`config.mk`:
```
export PLATFORM = sky130hd
export DESIGN_NAME = json_string_unescape_utf8_core
export DESIGN_NICKNAME = d
export VERILOG_FILES = /design/src/hdl/jsu_pkg.sv /design/src/hdl/jsu_front.sv /design/src/hdl/jsu_queue.sv /design/src/hdl/jsu_back.sv /design/src/hdl/json_string_unescape_utf8_core.sv
export SDC_FILE = /design/constraint.sdc
export NUM_CORES = 1
export LEC_CHECK = 0
export BUFFER_PORTS_ARGS = -buffer_cell sky130_fd_sc_hd__buf_2
export CAP_MARGIN = 40
export CORE_MARGIN = 5
export CORE_UTILIZATION = 65
export CTS_CLUSTER_SIZE = 40
export DETAILED_ROUTE_END_ITERATION = 10
export PLACE_DENSITY = 0.84
export SYNTH_ARGS = -nofsm -noshare
export SYNTH_HDL_FRONTEND = slang
export SYNTH_SLANG_ARGS = --single-unit
```
`constraint.sdc`:
```
create_clock -name clk -period 10.7 [get_ports clk]
set_input_delay 1.07 -clock clk [delete_from_list [all_inputs] [get_ports clk]]
set_output_delay 1.07 -clock clk [all_outputs]
set_load 0.05 [all_outputs]
```
`src/hdl/jsu_pkg.sv`:
```
// shared types and constants of the json string unescape block
`default_nettype none
package jsu_pkg;

	typedef struct packed {
		logic [7:0] data_byte;
		logic       final_byte;
	} in_item_t;

	typedef struct packed {
		logic [7:0] out_byte;
		logic [1:0] kind;
		logic       last;
	} out_item_t;

	localparam logic [1:0] KIND_BYTE   = 2'd0;
	localparam logic [1:0] KIND_CLOSED = 2'd1;
	localparam logic [1:0] KIND_NONE   = 2'd2;
	localparam logic [1:0] KIND_ENDED  = 2'd3;

	typedef enum logic [1:0] {
		MODE_IDLE,
		MODE_STR,
		MODE_ESC,
		MODE_HEX
	} mode_t;

	typedef enum logic [2:0] {
		OP_NONE,
		OP_BYTE,
		OP_CP,
		OP_CLOSED,
		OP_NOSTR
	} op_t;

	typedef struct packed {
		op_t         op;
		logic [15:0] data;
		logic        ended;
	} op_entry_t;

	localparam logic [7:0] CH_SPACE  = 8'h20;
	localparam logic [7:0] CH_TAB    = 8'h09;
	localparam logic [7:0] CH_LF     = 8'h0A;
	localparam logic [7:0] CH_CR     = 8'h0D;
	localparam logic [7:0] CH_QUOTE  = 8'h22;
	localparam logic [7:0] CH_BSLASH = 8'h5C;
	localparam logic [7:0] CH_U      = 8'h75;

	localparam logic [7:0]  UTF8_LEAD2 = 8'hC0;
	localparam logic [7:0]  UTF8_LEAD3 = 8'hE0;
	localparam logic [7:0]  UTF8_CONT  = 8'h80;
	localparam logic [5:0]  UTF8_MASK  = 6'h3F;
	localparam logic [15:0] CP_ONE     = 16'h0080;
	localparam logic [15:0] CP_TWO     = 16'h0800;

endpackage
`default_nettype wire

```
`src/hdl/jsu_front.sv`:
```
// front end: string state machine classifying bytes; bytes with results push entries
`default_nettype none
module jsu_front (
	input  wire logic               clk,
	input  wire logic               arst_n,
	input  wire logic               accept,
	input  wire jsu_pkg::in_item_t  item,
	output logic                    push,
	output jsu_pkg::op_entry_t      entry
);
	import jsu_pkg::*;

	mode_t       mode_q, mode_d;
	logic [1:0]  hex_cnt_q, hex_cnt_d;
	logic [15:0] cp_q, cp_d;
	logic [7:0]  b;
	logic        fin;
	logic [15:0] cp_shift;

	function automatic logic [3:0] hex_value(input logic [7:0] c);
		logic [3:0] v;
		v = 4'd0;
		if (c >= 8'h30 && c <= 8'h39) begin
			v = c[3:0];
		end else if ((c >= 8'h61 && c <= 8'h66) || (c >= 8'h41 && c <= 8'h46)) begin
			v = 4'(c[3:0] + 4'd9);
		end
		return v;
	endfunction

	function automatic logic [7:0] escape_map(input logic [7:0] e);
		logic [7:0] r;
		unique case (e)
			8'h6E:   r = 8'h0A;
			8'h74:   r = 8'h09;
			8'h72:   r = 8'h0D;
			8'h62:   r = 8'h08;
			8'h66:   r = 8'h0C;
			default: r = e;
		endcase
		return r;
	endfunction

	assign b        = item.data_byte;
	assign fin      = item.final_byte;
	assign cp_shift = {cp_q[11:0], hex_value(b)};

	always_ff @(posedge clk or negedge arst_n) begin
		if (!arst_n) begin
			mode_q    <= MODE_IDLE;
			hex_cnt_q <= 2'd0;
			cp_q      <= 16'd0;
		end else if (accept) begin
			mode_q    <= mode_d;
			hex_cnt_q <= hex_cnt_d;
			cp_q      <= cp_d;
		end
	end

	always_comb begin
		mode_d      = mode_q;
		hex_cnt_d   = hex_cnt_q;
		cp_d        = cp_q;
		entry.op    = OP_NONE;
		entry.data  = 16'd0;
		entry.ended = 1'b0;
		unique case (mode_q)
			MODE_IDLE: begin
				if (b == CH_SPACE || b == CH_TAB || b == CH_LF || b == CH_CR) begin
					entry.ended = fin;
				end else if (b == CH_QUOTE) begin
					entry.ended = fin;
					if (!fin) begin
						mode_d = MODE_STR;
					end
				end else begin
					entry.op = OP_NOSTR;
				end
			end
			MODE_STR: begin
				if (b == CH_QUOTE) begin
					entry.op = OP_CLOSED;
					mode_d   = MODE_IDLE;
				end else if (b == CH_BSLASH && !fin) begin
					mode_d = MODE_ESC;
				end else begin
					entry.op    = OP_BYTE;
					entry.data  = {8'd0, b};
					entry.ended = fin;
				end
			end
			MODE_ESC: begin
				if (b == CH_U) begin
					mode_d    = MODE_HEX;
					hex_cnt_d = 2'd0;
					cp_d      = 16'd0;
				end else begin
					entry.op   = OP_BYTE;
					entry.data = {8'd0, escape_map(b)};
					mode_d     = MODE_STR;
				end
				entry.ended = fin;
			end
			MODE_HEX: begin
				if (hex_cnt_q == 2'd3) begin
					entry.op   = OP_CP;
					entry.data = cp_shift;
					mode_d     = MODE_STR;
					hex_cnt_d  = 2'd0;
					cp_d       = 16'd0;
				end else begin
					hex_cnt_d = 2'(hex_cnt_q + 2'd1);
					cp_d      = cp_shift;
				end
				entry.ended = fin;
			end
			default: begin
				mode_d = MODE_IDLE;
			end
		endcase
		if (entry.ended) begin
			mode_d    = MODE_IDLE;
			hex_cnt_d = 2'd0;
			cp_d      = 16'd0;
		end
		push = accept && (entry.op != OP_NONE || entry.ended);
	end

	a_final_goes_idle: assert property (@(posedge clk) disable iff (!arst_n)
		accept && fin |=> mode_q == MODE_IDLE && hex_cnt_q == 2'd0 && cp_q == 16'd0)
		else $error("final byte did not return the front end to idle");

	a_hex_only_in_hex: assert property (@(posedge clk) disable iff (!arst_n)
		mode_q != MODE_HEX |-> hex_cnt_q == 2'd0)
		else $error("hex digit count set outside a unicode escape");

endmodule
`default_nettype wire

```
`src/hdl/jsu_queue.sv`:
```
// short queue of classified entries between front and back
`default_nettype none
module jsu_queue #(
	parameter int DEPTH = 4
) (
	input  wire logic                clk,
	input  wire logic                arst_n,
	input  wire logic                push,
	input  wire jsu_pkg::op_entry_t  wr_entry,
	input  wire logic                pop,
	output jsu_pkg::op_entry_t       head,
	output logic                     not_empty,
	output logic                     full
);
	import jsu_pkg::*;

	localparam int PW = (DEPTH > 1) ? $clog2(DEPTH) : 1;
	localparam int CW = $clog2(DEPTH + 1);

	op_entry_t      store_q [DEPTH];
	logic [PW-1:0]  wr_ptr_q, rd_ptr_q;
	logic [CW-1:0]  count_q;
	logic           do_push, do_pop;

	assign not_empty = count_q != '0;
	assign full      = count_q == CW'(DEPTH);
	assign do_push   = push && !full;
	assign do_pop    = pop && not_empty;
	assign head      = store_q[rd_ptr_q];

	function automatic logic [PW-1:0] next_ptr(input logic [PW-1:0] p);
		return (p == PW'(DEPTH - 1)) ? '0 : PW'(p + 1'b1);
	endfunction

	always_ff @(posedge clk) begin
		if (do_push) begin
			store_q[wr_ptr_q] <= wr_entry;
		end
	end

	always_ff @(posedge clk or negedge arst_n) begin
		if (!arst_n) begin
			wr_ptr_q <= '0;
			rd_ptr_q <= '0;
			count_q  <= '0;
		end else begin
			if (do_push) begin
				wr_ptr_q <= next_ptr(wr_ptr_q);
			end
			if (do_pop) begin
				rd_ptr_q <= next_ptr(rd_ptr_q);
			end
			if (do_push && !do_pop) begin
				count_q <= CW'(count_q + 1'b1);
			end else if (do_pop && !do_push) begin
				count_q <= CW'(count_q - 1'b1);
			end
		end
	end

	a_no_push_when_full: assert property (@(posedge clk) disable iff (!arst_n)
		!(push && full))
		else $error("entry pushed into a full queue");

	a_count_bound: assert property (@(posedge clk) disable iff (!arst_n)
		count_q <= CW'(DEPTH))
		else $error("queue count beyond depth");

endmodule
`default_nettype wire

```
`src/hdl/jsu_back.sv`:
```
// back end: expands queue entries into result items, one per cycle while res_stall is low
`default_nettype none
module jsu_back (
	input  wire logic                clk,
	input  wire logic                arst_n,
	input  wire jsu_pkg::op_entry_t  head,
	input  wire logic                head_valid,
	output logic                     pop,
	output logic                     res_valid,
	input  wire logic                res_stall,
	output jsu_pkg::out_item_t       res_item
);
	import jsu_pkg::*;

	logic [1:0] idx_q;
	logic       res_valid_q;
	out_item_t  res_q;
	logic       load;
	logic [1:0] n_data;
	logic       tail;
	logic [2:0] total;
	logic       step_last;
	out_item_t  step;
	logic [15:0] cp;

	assign cp = head.data;

	always_comb begin
		n_data = 2'd0;
		tail   = head.ended;
		case (head.op)
			OP_BYTE: n_data = 2'd1;
			OP_CP: begin
				if (cp < CP_ONE) begin
					n_data = 2'd1;
				end else if (cp < CP_TWO) begin
					n_data = 2'd2;
				end else begin
					n_data = 2'd3;
				end
			end
			OP_CLOSED, OP_NOSTR: tail = 1'b1;
			default: n_data = 2'd0;
		endcase
		total     = 3'(n_data) + 3'(tail);
		step_last = (3'(idx_q) + 3'd1) == total;

		step.out_byte = 8'd0;
		step.kind     = KIND_ENDED;
		step.last     = step_last;
		if (idx_q < n_data) begin
			step.kind = KIND_BYTE;
			if (head.op == OP_BYTE || n_data == 2'd1) begin
				step.out_byte = cp[7:0];
			end else if (n_data == 2'd2) begin
				step.out_byte = (idx_q == 2'd0) ? (UTF8_LEAD2 | {3'd0, cp[10:6]})
				                                : (UTF8_CONT | {2'd0, cp[5:0] & UTF8_MASK});
			end else begin
				case (idx_q)
					2'd0:    step.out_byte = UTF8_LEAD3 | {4'd0, cp[15:12]};
					2'd1:    step.out_byte = UTF8_CONT | {2'd0, cp[11:6] & UTF8_MASK};
					default: step.out_byte = UTF8_CONT | {2'd0, cp[5:0] & UTF8_MASK};
				endcase
			end
		end else if (head.op == OP_CLOSED) begin
			step.kind = KIND_CLOSED;
		end else if (head.op == OP_NOSTR) begin
			step.kind = KIND_NONE;
		end
	end

	assign load = !res_valid_q || !res_stall;
	assign pop  = load && head_valid && step_last;

	always_ff @(posedge clk or negedge arst_n) begin
		if (!arst_n) begin
			res_valid_q <= 1'b0;
			idx_q       <= 2'd0;
		end else if (load) begin
			res_valid_q <= head_valid;
			if (head_valid) begin
				idx_q <= step_last ? 2'd0 : 2'(idx_q + 2'd1);
			end
		end
	end

	always_ff @(posedge clk) begin
		if (load && head_valid) begin
			res_q <= step;
		end
	end

	assign res_valid = res_valid_q;
	assign res_item  = res_q;

	a_more_follows: assert property (@(posedge clk) disable iff (!arst_n)
		res_valid && !res_stall && !res_item.last |=> res_valid)
		else $error("result sequence broken before its last item");

	a_marker_is_last: assert property (@(posedge clk) disable iff (!arst_n)
		res_valid && res_item.kind != KIND_BYTE |-> res_item.last)
		else $error("end marker not flagged as last");

endmodule
`default_nettype wire

```
`src/hdl/json_string_unescape_utf8_core.sv`:
```
// top level of the json string unescape block with utf-8 output
//
// input channel byte_*: one raw json text byte per request, with a flag for the
// final byte of the buffer. output channel res_*: decoded string bytes and end
// markers (closed by quote, no string found, input ended), last set on the final
// result that one input byte causes; an input byte gives zero to four results.
// both channels use valid and stall; a request moves when valid is high and
// stall is low.
// a front end runs the string state machine and classifies every byte; a byte with
// results pushes an entry into a QDEPTH-deep queue; a back end expands one entry
// into its results and places one result a cycle in the output register while
// res_stall does not hold it. the first result of a byte passes through the queue
// and the output register. throughput: one byte a cycle while res_stall is low and
// each byte gives at most one result; a \u escape yields up to three utf-8 bytes
// plus a marker, one per cycle, and the queue absorbs the extra cycles until it fills.
// byte_stall is high only while the queue is full, which happens when res_stall
// holds the output register or results outpace bytes.
// reset clears the state machine to idle and empties queue and output register.
`default_nettype none
module json_string_unescape_utf8_core #(
	parameter int QDEPTH = 4
) (
	input  wire logic                clk,
	input  wire logic                arst_n,
	input  wire logic                byte_valid,
	output logic                     byte_stall,
	input  wire jsu_pkg::in_item_t   byte_item,
	output logic                     res_valid,
	input  wire logic                res_stall,
	output jsu_pkg::out_item_t       res_item
);
	import jsu_pkg::*;

	logic      accept;
	logic      push;
	op_entry_t entry;
	op_entry_t head;
	logic      head_valid;
	logic      pop;
	logic      q_full;

	assign byte_stall = q_full;
	assign accept     = byte_valid && !q_full;

	jsu_front u_front (
		.clk    (clk),
		.arst_n (arst_n),
		.accept (accept),
		.item   (byte_item),
		.push   (push),
		.entry  (entry)
	);

	jsu_queue #(
		.DEPTH (QDEPTH)
	) u_queue (
		.clk       (clk),
		.arst_n    (arst_n),
		.push      (push),
		.wr_entry  (entry),
		.pop       (pop),
		.head      (head),
		.not_empty (head_valid),
		.full      (q_full)
	);

	jsu_back u_back (
		.clk        (clk),
		.arst_n     (arst_n),
		.head       (head),
		.head_valid (head_valid),
		.pop        (pop),
		.res_valid  (res_valid),
		.res_stall  (res_stall),
		.res_item   (res_item)
	);

endmodule
`default_nettype wire

```
==> run_results.csv, run 1 <==
group,metric,value,unit
setup_path,arrival,5.06,ns
yosys,synthAdderAreaFrac,4.90,%
clocking,clock_path_buffers,2,
finish,stdcell_count,564,
yosys,synth_area,5770,um^2
setup_path,rrSetupSlack,6.03,ns
sta,hold_violations,0,
finish,diodes,0,
placed_design,place_congestion,0.831,
yosys,synth_cells,406,
yosys,synth_largest_area_cell,"edfxtp_1",
sta,grt_setup_unrepaired,"no",
yosys,ys_ff_latch,117,
clocking,clk_pin_slew,0.06,ns
clocking,cts_tree,"done",
setup_path,timing.critical_path.from,"u_queue.rd_ptr_q[0]",
clocking,cts_setup_buffers,0,
yosys,seq_area_frac_synth,58.7,%
floorplan,io_pins,26,
routing,drtPass1Iterations,5,
power,ir_drop,0.126,mV
routing,wl,12000,um
clocking,clk_latency,0.51,ns
floorplan,initial_core_util,66.5,%
finish,nNetsFinal,478,
yosys,synth_top_family_by_area,"multiplexers",
sta,drv_slew,0,
setup_path,cp_data_required_time,11.10,ns
setup_path,reg2reg_from,"u_queue.rd_ptr_q[0]",
setup_path,start_kind,"register",
yosys,synthXorXnorAreaFrac,0.759,%
yosys,avgSynthCellArea,14.2,um^2
yosys,synth_nets,441,
routing,vias,3696,
setup_path,cpPeakStageDelay,0.64,ns
global_routing,grt_max_degree,27,
yosys,synth_cell_type_count,67,
yosys,synth_top_flop_cell,"edfxtp_1",
setup_path,end_kind,"register",
sta,tightestPinTransition,1.11,ns
sta,fmax,214,MHz
setup_path,rr_worst_depth,15,
floorplan,die_x,104,um
yosys,synthArstFlopShare,22.2,%
finish,syn_to_final_growth,14.2,%
setup_path,r2r_end,"u_queue.count_q[1]",
finish,layout_common_cells,"91 x edfxtp_1, 27 x nor2_1, 26 x dfrtp_1, 25 x buf_2, 23 x inv_1",
clocking,hold_buffers,0,
setup_path,crit_end,"u_queue.count_q[1]",
clocking,cts_buffers,17,
routing,wl_per_cell,21.3,um
sta,setup_violations,0,
floorplan,coreArea,8680,um^2
routing,detail-route-antenna-nets,0,
sta,period_needed,4.67,ns
sta,max_slew_margin,26.3,%
global_routing,first_global_vias,3771,
clocking,cts-resized-gates,0,
yosys,yosys_warnings,0,
hold_path,hold_path_class,"register to register",
yosys,yosys-top-cells-area,"edfxtp_1 47%, dfrtp_1 11%, mux4_2 7.0%",
floorplan,rows,34,
yosys,synth.top_cell.area_share,47.4,%
power,power.density,309,nW/um^2
yosys,synthSimpleGateAreaFrac,10.3,%
yosys,synth_compound_area_share,10.3,%
clocking,clkSinkCount,117,
clocking,clockRootBuffer,"clkbuf_8",
setup_path,crit_path_top_delay_cell,"mux4_2",
routing,detail_route.iter0.violations,336,
clocking,htree_levels,4,
global_routing,grt_pass1_wl,19600,um
floorplan,die_area,10900,um^2
setup_path,crit_path_cell_trace,"buf_4 -> mux4_2 -> or4_1 -> a21oi_1 -> mux2i_1 -> nor3b_1 -> ha_1 -> xnor2_1 -> nand3_1 -> nor3_4 -> inv_1 -> ha_1 -> inv_1 -> fa_1 -> mux2_2",
global_routing,grt_antenna_before_repair,0,
finish,drive_gt1_share,21.9,%
global_routing,grt_usage,23.3,%
routing,via_per_inst,6.55,
floorplan,die_y,104,um
sta,fin_skew,0.0102,ns
setup_path,cp_max_fo,23,
sta,fin_crit_sh,43.6,%
placed_design,portBuffers,25,
yosys,synth-edff-count,91,
global_routing,overflow,0,
power,finalPower,0.00204,W
power,p_leak,2.50,nW
setup_path,path_depth,15,
placed_design,dp.cells,531,
status,status,"complete, no violations",
routing,drc,0,
setup_path,path_class,"register to register",
flow_run,maxCapViolCount,0,
setup_path,path_delay_family,"simple AND/OR/NAND/NOR gates",
setup_path,crit_buf_inv,3,
finish,final_common_cell,"edfxtp_1",
finish,utilization,75.9,%
yosys,synthMuxAreaShare,12.3,%
sta,final.setup.tns,0,ns
placed_design,hpwl,7620,um
[cell families after synthesis]
logic type / count (synthesis)
AO/OA/AOI/OAI: 80
XOR/XNOR: 5
adder cells (fa/ha/maj): 22
buffers and inverters: 39
flip-flops: 117
multiplexers: 44
AND/OR/NAND/NOR: 99
[tightest hold or removal path, cell delays in order, from the launching register on]
cell and delay, ns:
dfrtp_1 0.36, nand2_1 0.06, nand2_1 0.04
[registers in the layout, summed over array words and instances (netlist names)]
signal / count
u_front.hex_cnt_q: 2
u_front.mode_q: 2
u_queue.wr_ptr_q: 2
u_queue.count_q: 3
u_front.cp_q: 12
u_back.idx_q: 2
u_back.res_valid: 1
u_queue.rd_ptr_q: 2
u_queue.store_q: 80
u_back.res_item: 11
[routing by layer]
layer,wire [um],GRT usage [%],share of wire [%],up-vias
met5,0,0,0,-
met4,266,9.99,2.2,0
met3,888,6.39,7.4,32
met2,6100,38.2,51,202
met1,4770,29.3,40,1808
li1,-,-,-,1654
[Yosys cell counts, types with 9 or more instances]
library cell  number
edfxtp_1          91
nor2_1            27
dfrtp_1           26
inv_1             23
a22o_1            22
ha_1              21
a21oi_1           18
mux4_2            18
mux2i_1           16
nand2_1           13
and2_1            10
clkbuf_1           9
[final cells by class]
type | instances | area [um^2]
clock inverters | 13 | 134
fillers | 490 | 2090
repair buffers | 34 | 200
flip-flops and latches | 117 | 3380
inverters | 23 | 86.3
well taps | 108 | 135
clock buffers | 19 | 422
multi-input cells | 250 | 2230
[stage by stage]
stage / worst slack (ns) / hold WS, ns / instance area, um^2
2_1_floorplan: 6.63 / 0.453 / 5770
3_3_place_gp: 6.41 / 0.467 / 6010
3_5_place_dp: 6.21 / 0.482 / 6020
4_1_cts: 5.91 / 0.499 / 6570
5_1_grt: 5.77 / 0.510 / 6590
6_report: 6.03 / 0.496 / 6590
[worst min-delay path by stage]
stage	startpoint	endpoint	slack, ns	cells after the start
2_1_floorplan	u_front.hex_cnt_q[1]	u_front.hex_cnt_q[1]	0.45	2
3_3_place_gp	u_front.hex_cnt_q[1]	u_front.hex_cnt_q[1]	0.47	2
3_5_place_dp	u_front.cp_q[8]	u_front.cp_q[8]	0.48	1
4_1_cts	u_back.res_valid	u_back.res_valid	0.50	2
5_1_grt	u_front.cp_q[10]	u_front.cp_q[10]	0.51	1
6_report	u_back.res_valid	u_back.res_valid	0.50	2
[power breakdown]
part | total, W | leakage [nW] | internal [W] | switching [W]
Combinational | 0.000821 | 1.04 | 0.000314 | 0.000507
Sequential | 0.000688 | 1.20 | 0.000634 | 0.0000540
Clock | 0.000529 | 0.258 | 0.000329 | 0.000200
Note: power is estimated with default switching activity, not from simulation.
==> run 2: changes to the inputs <==
Settings changed: CORE_UTILIZATION 65 to 55, PLACE_DENSITY 0.84 to 0.75.
Clock period 10.7 ns to 4.1 ns, I/O delays scaled along.
==> run_results.csv, run 2 (synthesized netlist as in run 1, its figures left out) <==
group,metric,value,unit
power,power_switching,0.00194,W
global_routing,grt_max_degree,27,
flow_run,maxCapViolCount,0,
setup_path,reg2reg_from,"u_queue.rd_ptr_q[0]",
finish,utilization,65.4,%
sta,worst_slack,0.198,ns
sta,fin_crit_sh,95.2,%
setup_path,arrival,4.35,ns
power,p_comb_share,43.0,%
setup_path,timing.critical_path.from,"u_queue.rd_ptr_q[0]",
power,swShare,36.5,%
hold_path,hold_start,"res_stall",
setup_path,path_class,"register to register",
global_routing,grt_antenna_before_repair,0,
clocking,cts_buffers,17,
status,status,"complete, no violations",
setup_path,cp_max_fo,5,
placed_design,hpwl,7800,um
power,pwr-share-seq,33.8,%
sta,max_slew_margin,52.5,%
routing,via_per_inst,6.05,
floorplan,rows,37,
finish,layout_common_cells,"91 x edfxtp_1, 26 x nor2_1, 26 x buf_2, 25 x dfrtp_1, 22 x a22o_1",
floorplan,die_y,112,um
finish,drive_gt1_share,24.8,%
global_routing,grt_usage,19.7,%
sta,fmax,256,MHz
sta,period_needed,3.90,ns
power,clockPowerShare,23.2,%
placed_design,place_congestion,0.811,
finish,stdcell_count,604,
finish,diodes,0,
clocking,clkSinkCount,117,
routing,vias,3652,
clocking,clock_path_buffers,2,
setup_path,rrSetupSlack,0.20,ns
routing,wl_per_cell,19.6,um
global_routing,overflow,0,
setup_path,cp_data_required_time,4.54,ns
sta,fin_skew,0.0136,ns
power,internal-power,0.00337,W
routing,detail-route-antenna-nets,0,
setup_path,start_kind,"register",
sta,tightestPinTransition,0.710,ns
sta,hold_violations,0,
finish,final_common_cell,"edfxtp_1",
sta,setup_violations,0,
clocking,htree_levels,4,
hold_path,hold_path_class,"input pin to register",
floorplan,die_x,112,um
routing,drc,0,
routing,wl,11800,um
power,ir_drop,0.440,mV
routing,detail_route.iter0.violations,262,
placed_design,dp.cells,566,
global_routing,grt_pass1_wl,19200,um
floorplan,initial_core_util,56.1,%
clocking,cts_tree,"done",
clocking,clk_latency,0.52,ns
setup_path,end_kind,"register",
finish,largest-register,"u_queue.store_q",
clocking,clk_pin_slew,0.05,ns
sta,drv_slew,0,
placed_design,pre_cts_ws,0.0757,ns
power,power.density,789,nW/um^2
power,p_leak,2.58,nW
placed_design,portBuffers,25,
global_routing,first_global_vias,3747,
routing,drtPass1Iterations,5,
clocking,clockRootBuffer,"clkbuf_8",
power,finalPower,0.00531,W
floorplan,die_area,12600,um^2
floorplan,coreArea,10300,um^2
finish,syn_to_final_growth,16.6,%
finish,largest_reg_flops,80,
floorplan,io_pins,26,
sta,final.setup.tns,0,ns
finish,nNetsFinal,490,
-- run 2: changes by cell type in the layout (fill, tap and decap cells not counted), moves of 2 or more --
cell and delta:
bufinv_16 -2, inv_2 +2, clkinv_2 +3, clkbuf_1 +5, clkbuf_8 +2, buf_4 +7, inv_1 -2, clkinvlp_4 -5
-- run 2: power by group through the flow --
stage                     clock network, W  logic, W  registers [W]
after floorplan                          0   0.00145        0.00198
after global placement                   0   0.00207        0.00179
after detailed placement                 0   0.00214        0.00180
after CTS                          0.00126   0.00216        0.00179
after global routing               0.00133   0.00249        0.00182
final                              0.00123   0.00228        0.00180
-- run 2: critical path: stages (launching register included) --
cell and delay (ns):
dfrtp_2 0.41, buf_12 0.13, mux4_2 0.52, or4_4 0.60, nor2_4 0.11, a21oi_1 0.08
mux2i_1 0.19, nor3b_2 0.07, ha_1 0.33, xnor2_2 0.15, nand3_2 0.08, nor3_4 0.04
inv_2 0.08, ha_4 0.13, inv_2 0.04, fa_1 0.42, xor2_1 0.17, nor2_1 0.13
xor2_1 0.14
-- run 2: through the flow --
stage | hold slack [ns] | area, um^2
6_report | 0.136 | 6720
5_1_grt | 0.114 | 6720
4_1_cts | 0.115 | 6620
3_5_place_dp | 0.476 | 6120
3_3_place_gp | 0.465 | 6120
2_1_floorplan | 0.114 | 5770
-- run 2: path summary, 6_finish.rpt --
path,to,cells after the start
worst max-delay path,u_queue.count_q[2],18
worst min register to register,u_queue.count_q[2],1
worst min-delay path,u_back.res_valid,3
worst max register to register,u_queue.count_q[2],18
max in group asynchronous,u_queue.rd_ptr_q[0],2
min in group asynchronous,u_queue.wr_ptr_q[1],2
-- run 2: what timing repair did --
action	4_1_cts	5_1_grt
gates resized for setup	0	13
hold endpoints to repair	26	0
buffers inserted	0	2
setup endpoints to repair	0	2
hold buffers	1	0
-- run 2: layout make-up --
class	instances	area, um^2
Multi-Input combinational cell	250	2260
Sequential cell	117	3380
Fill cell	736	3550
Clock inverter	6	30.0
Timing Repair Buffer	46	322
Tap cell	136	170
Clock buffer	26	468
Inverter	23	86.3
-- run 2: metal layers --
layer	vias up	global-route usage [%]	share of wire [%]
li1	1684	-	-
met3	21	6.09	5.3
met1	1818	24.2	41
met5	-	0	0
met2	129	32.8	51
met4	0	7.61	2.2
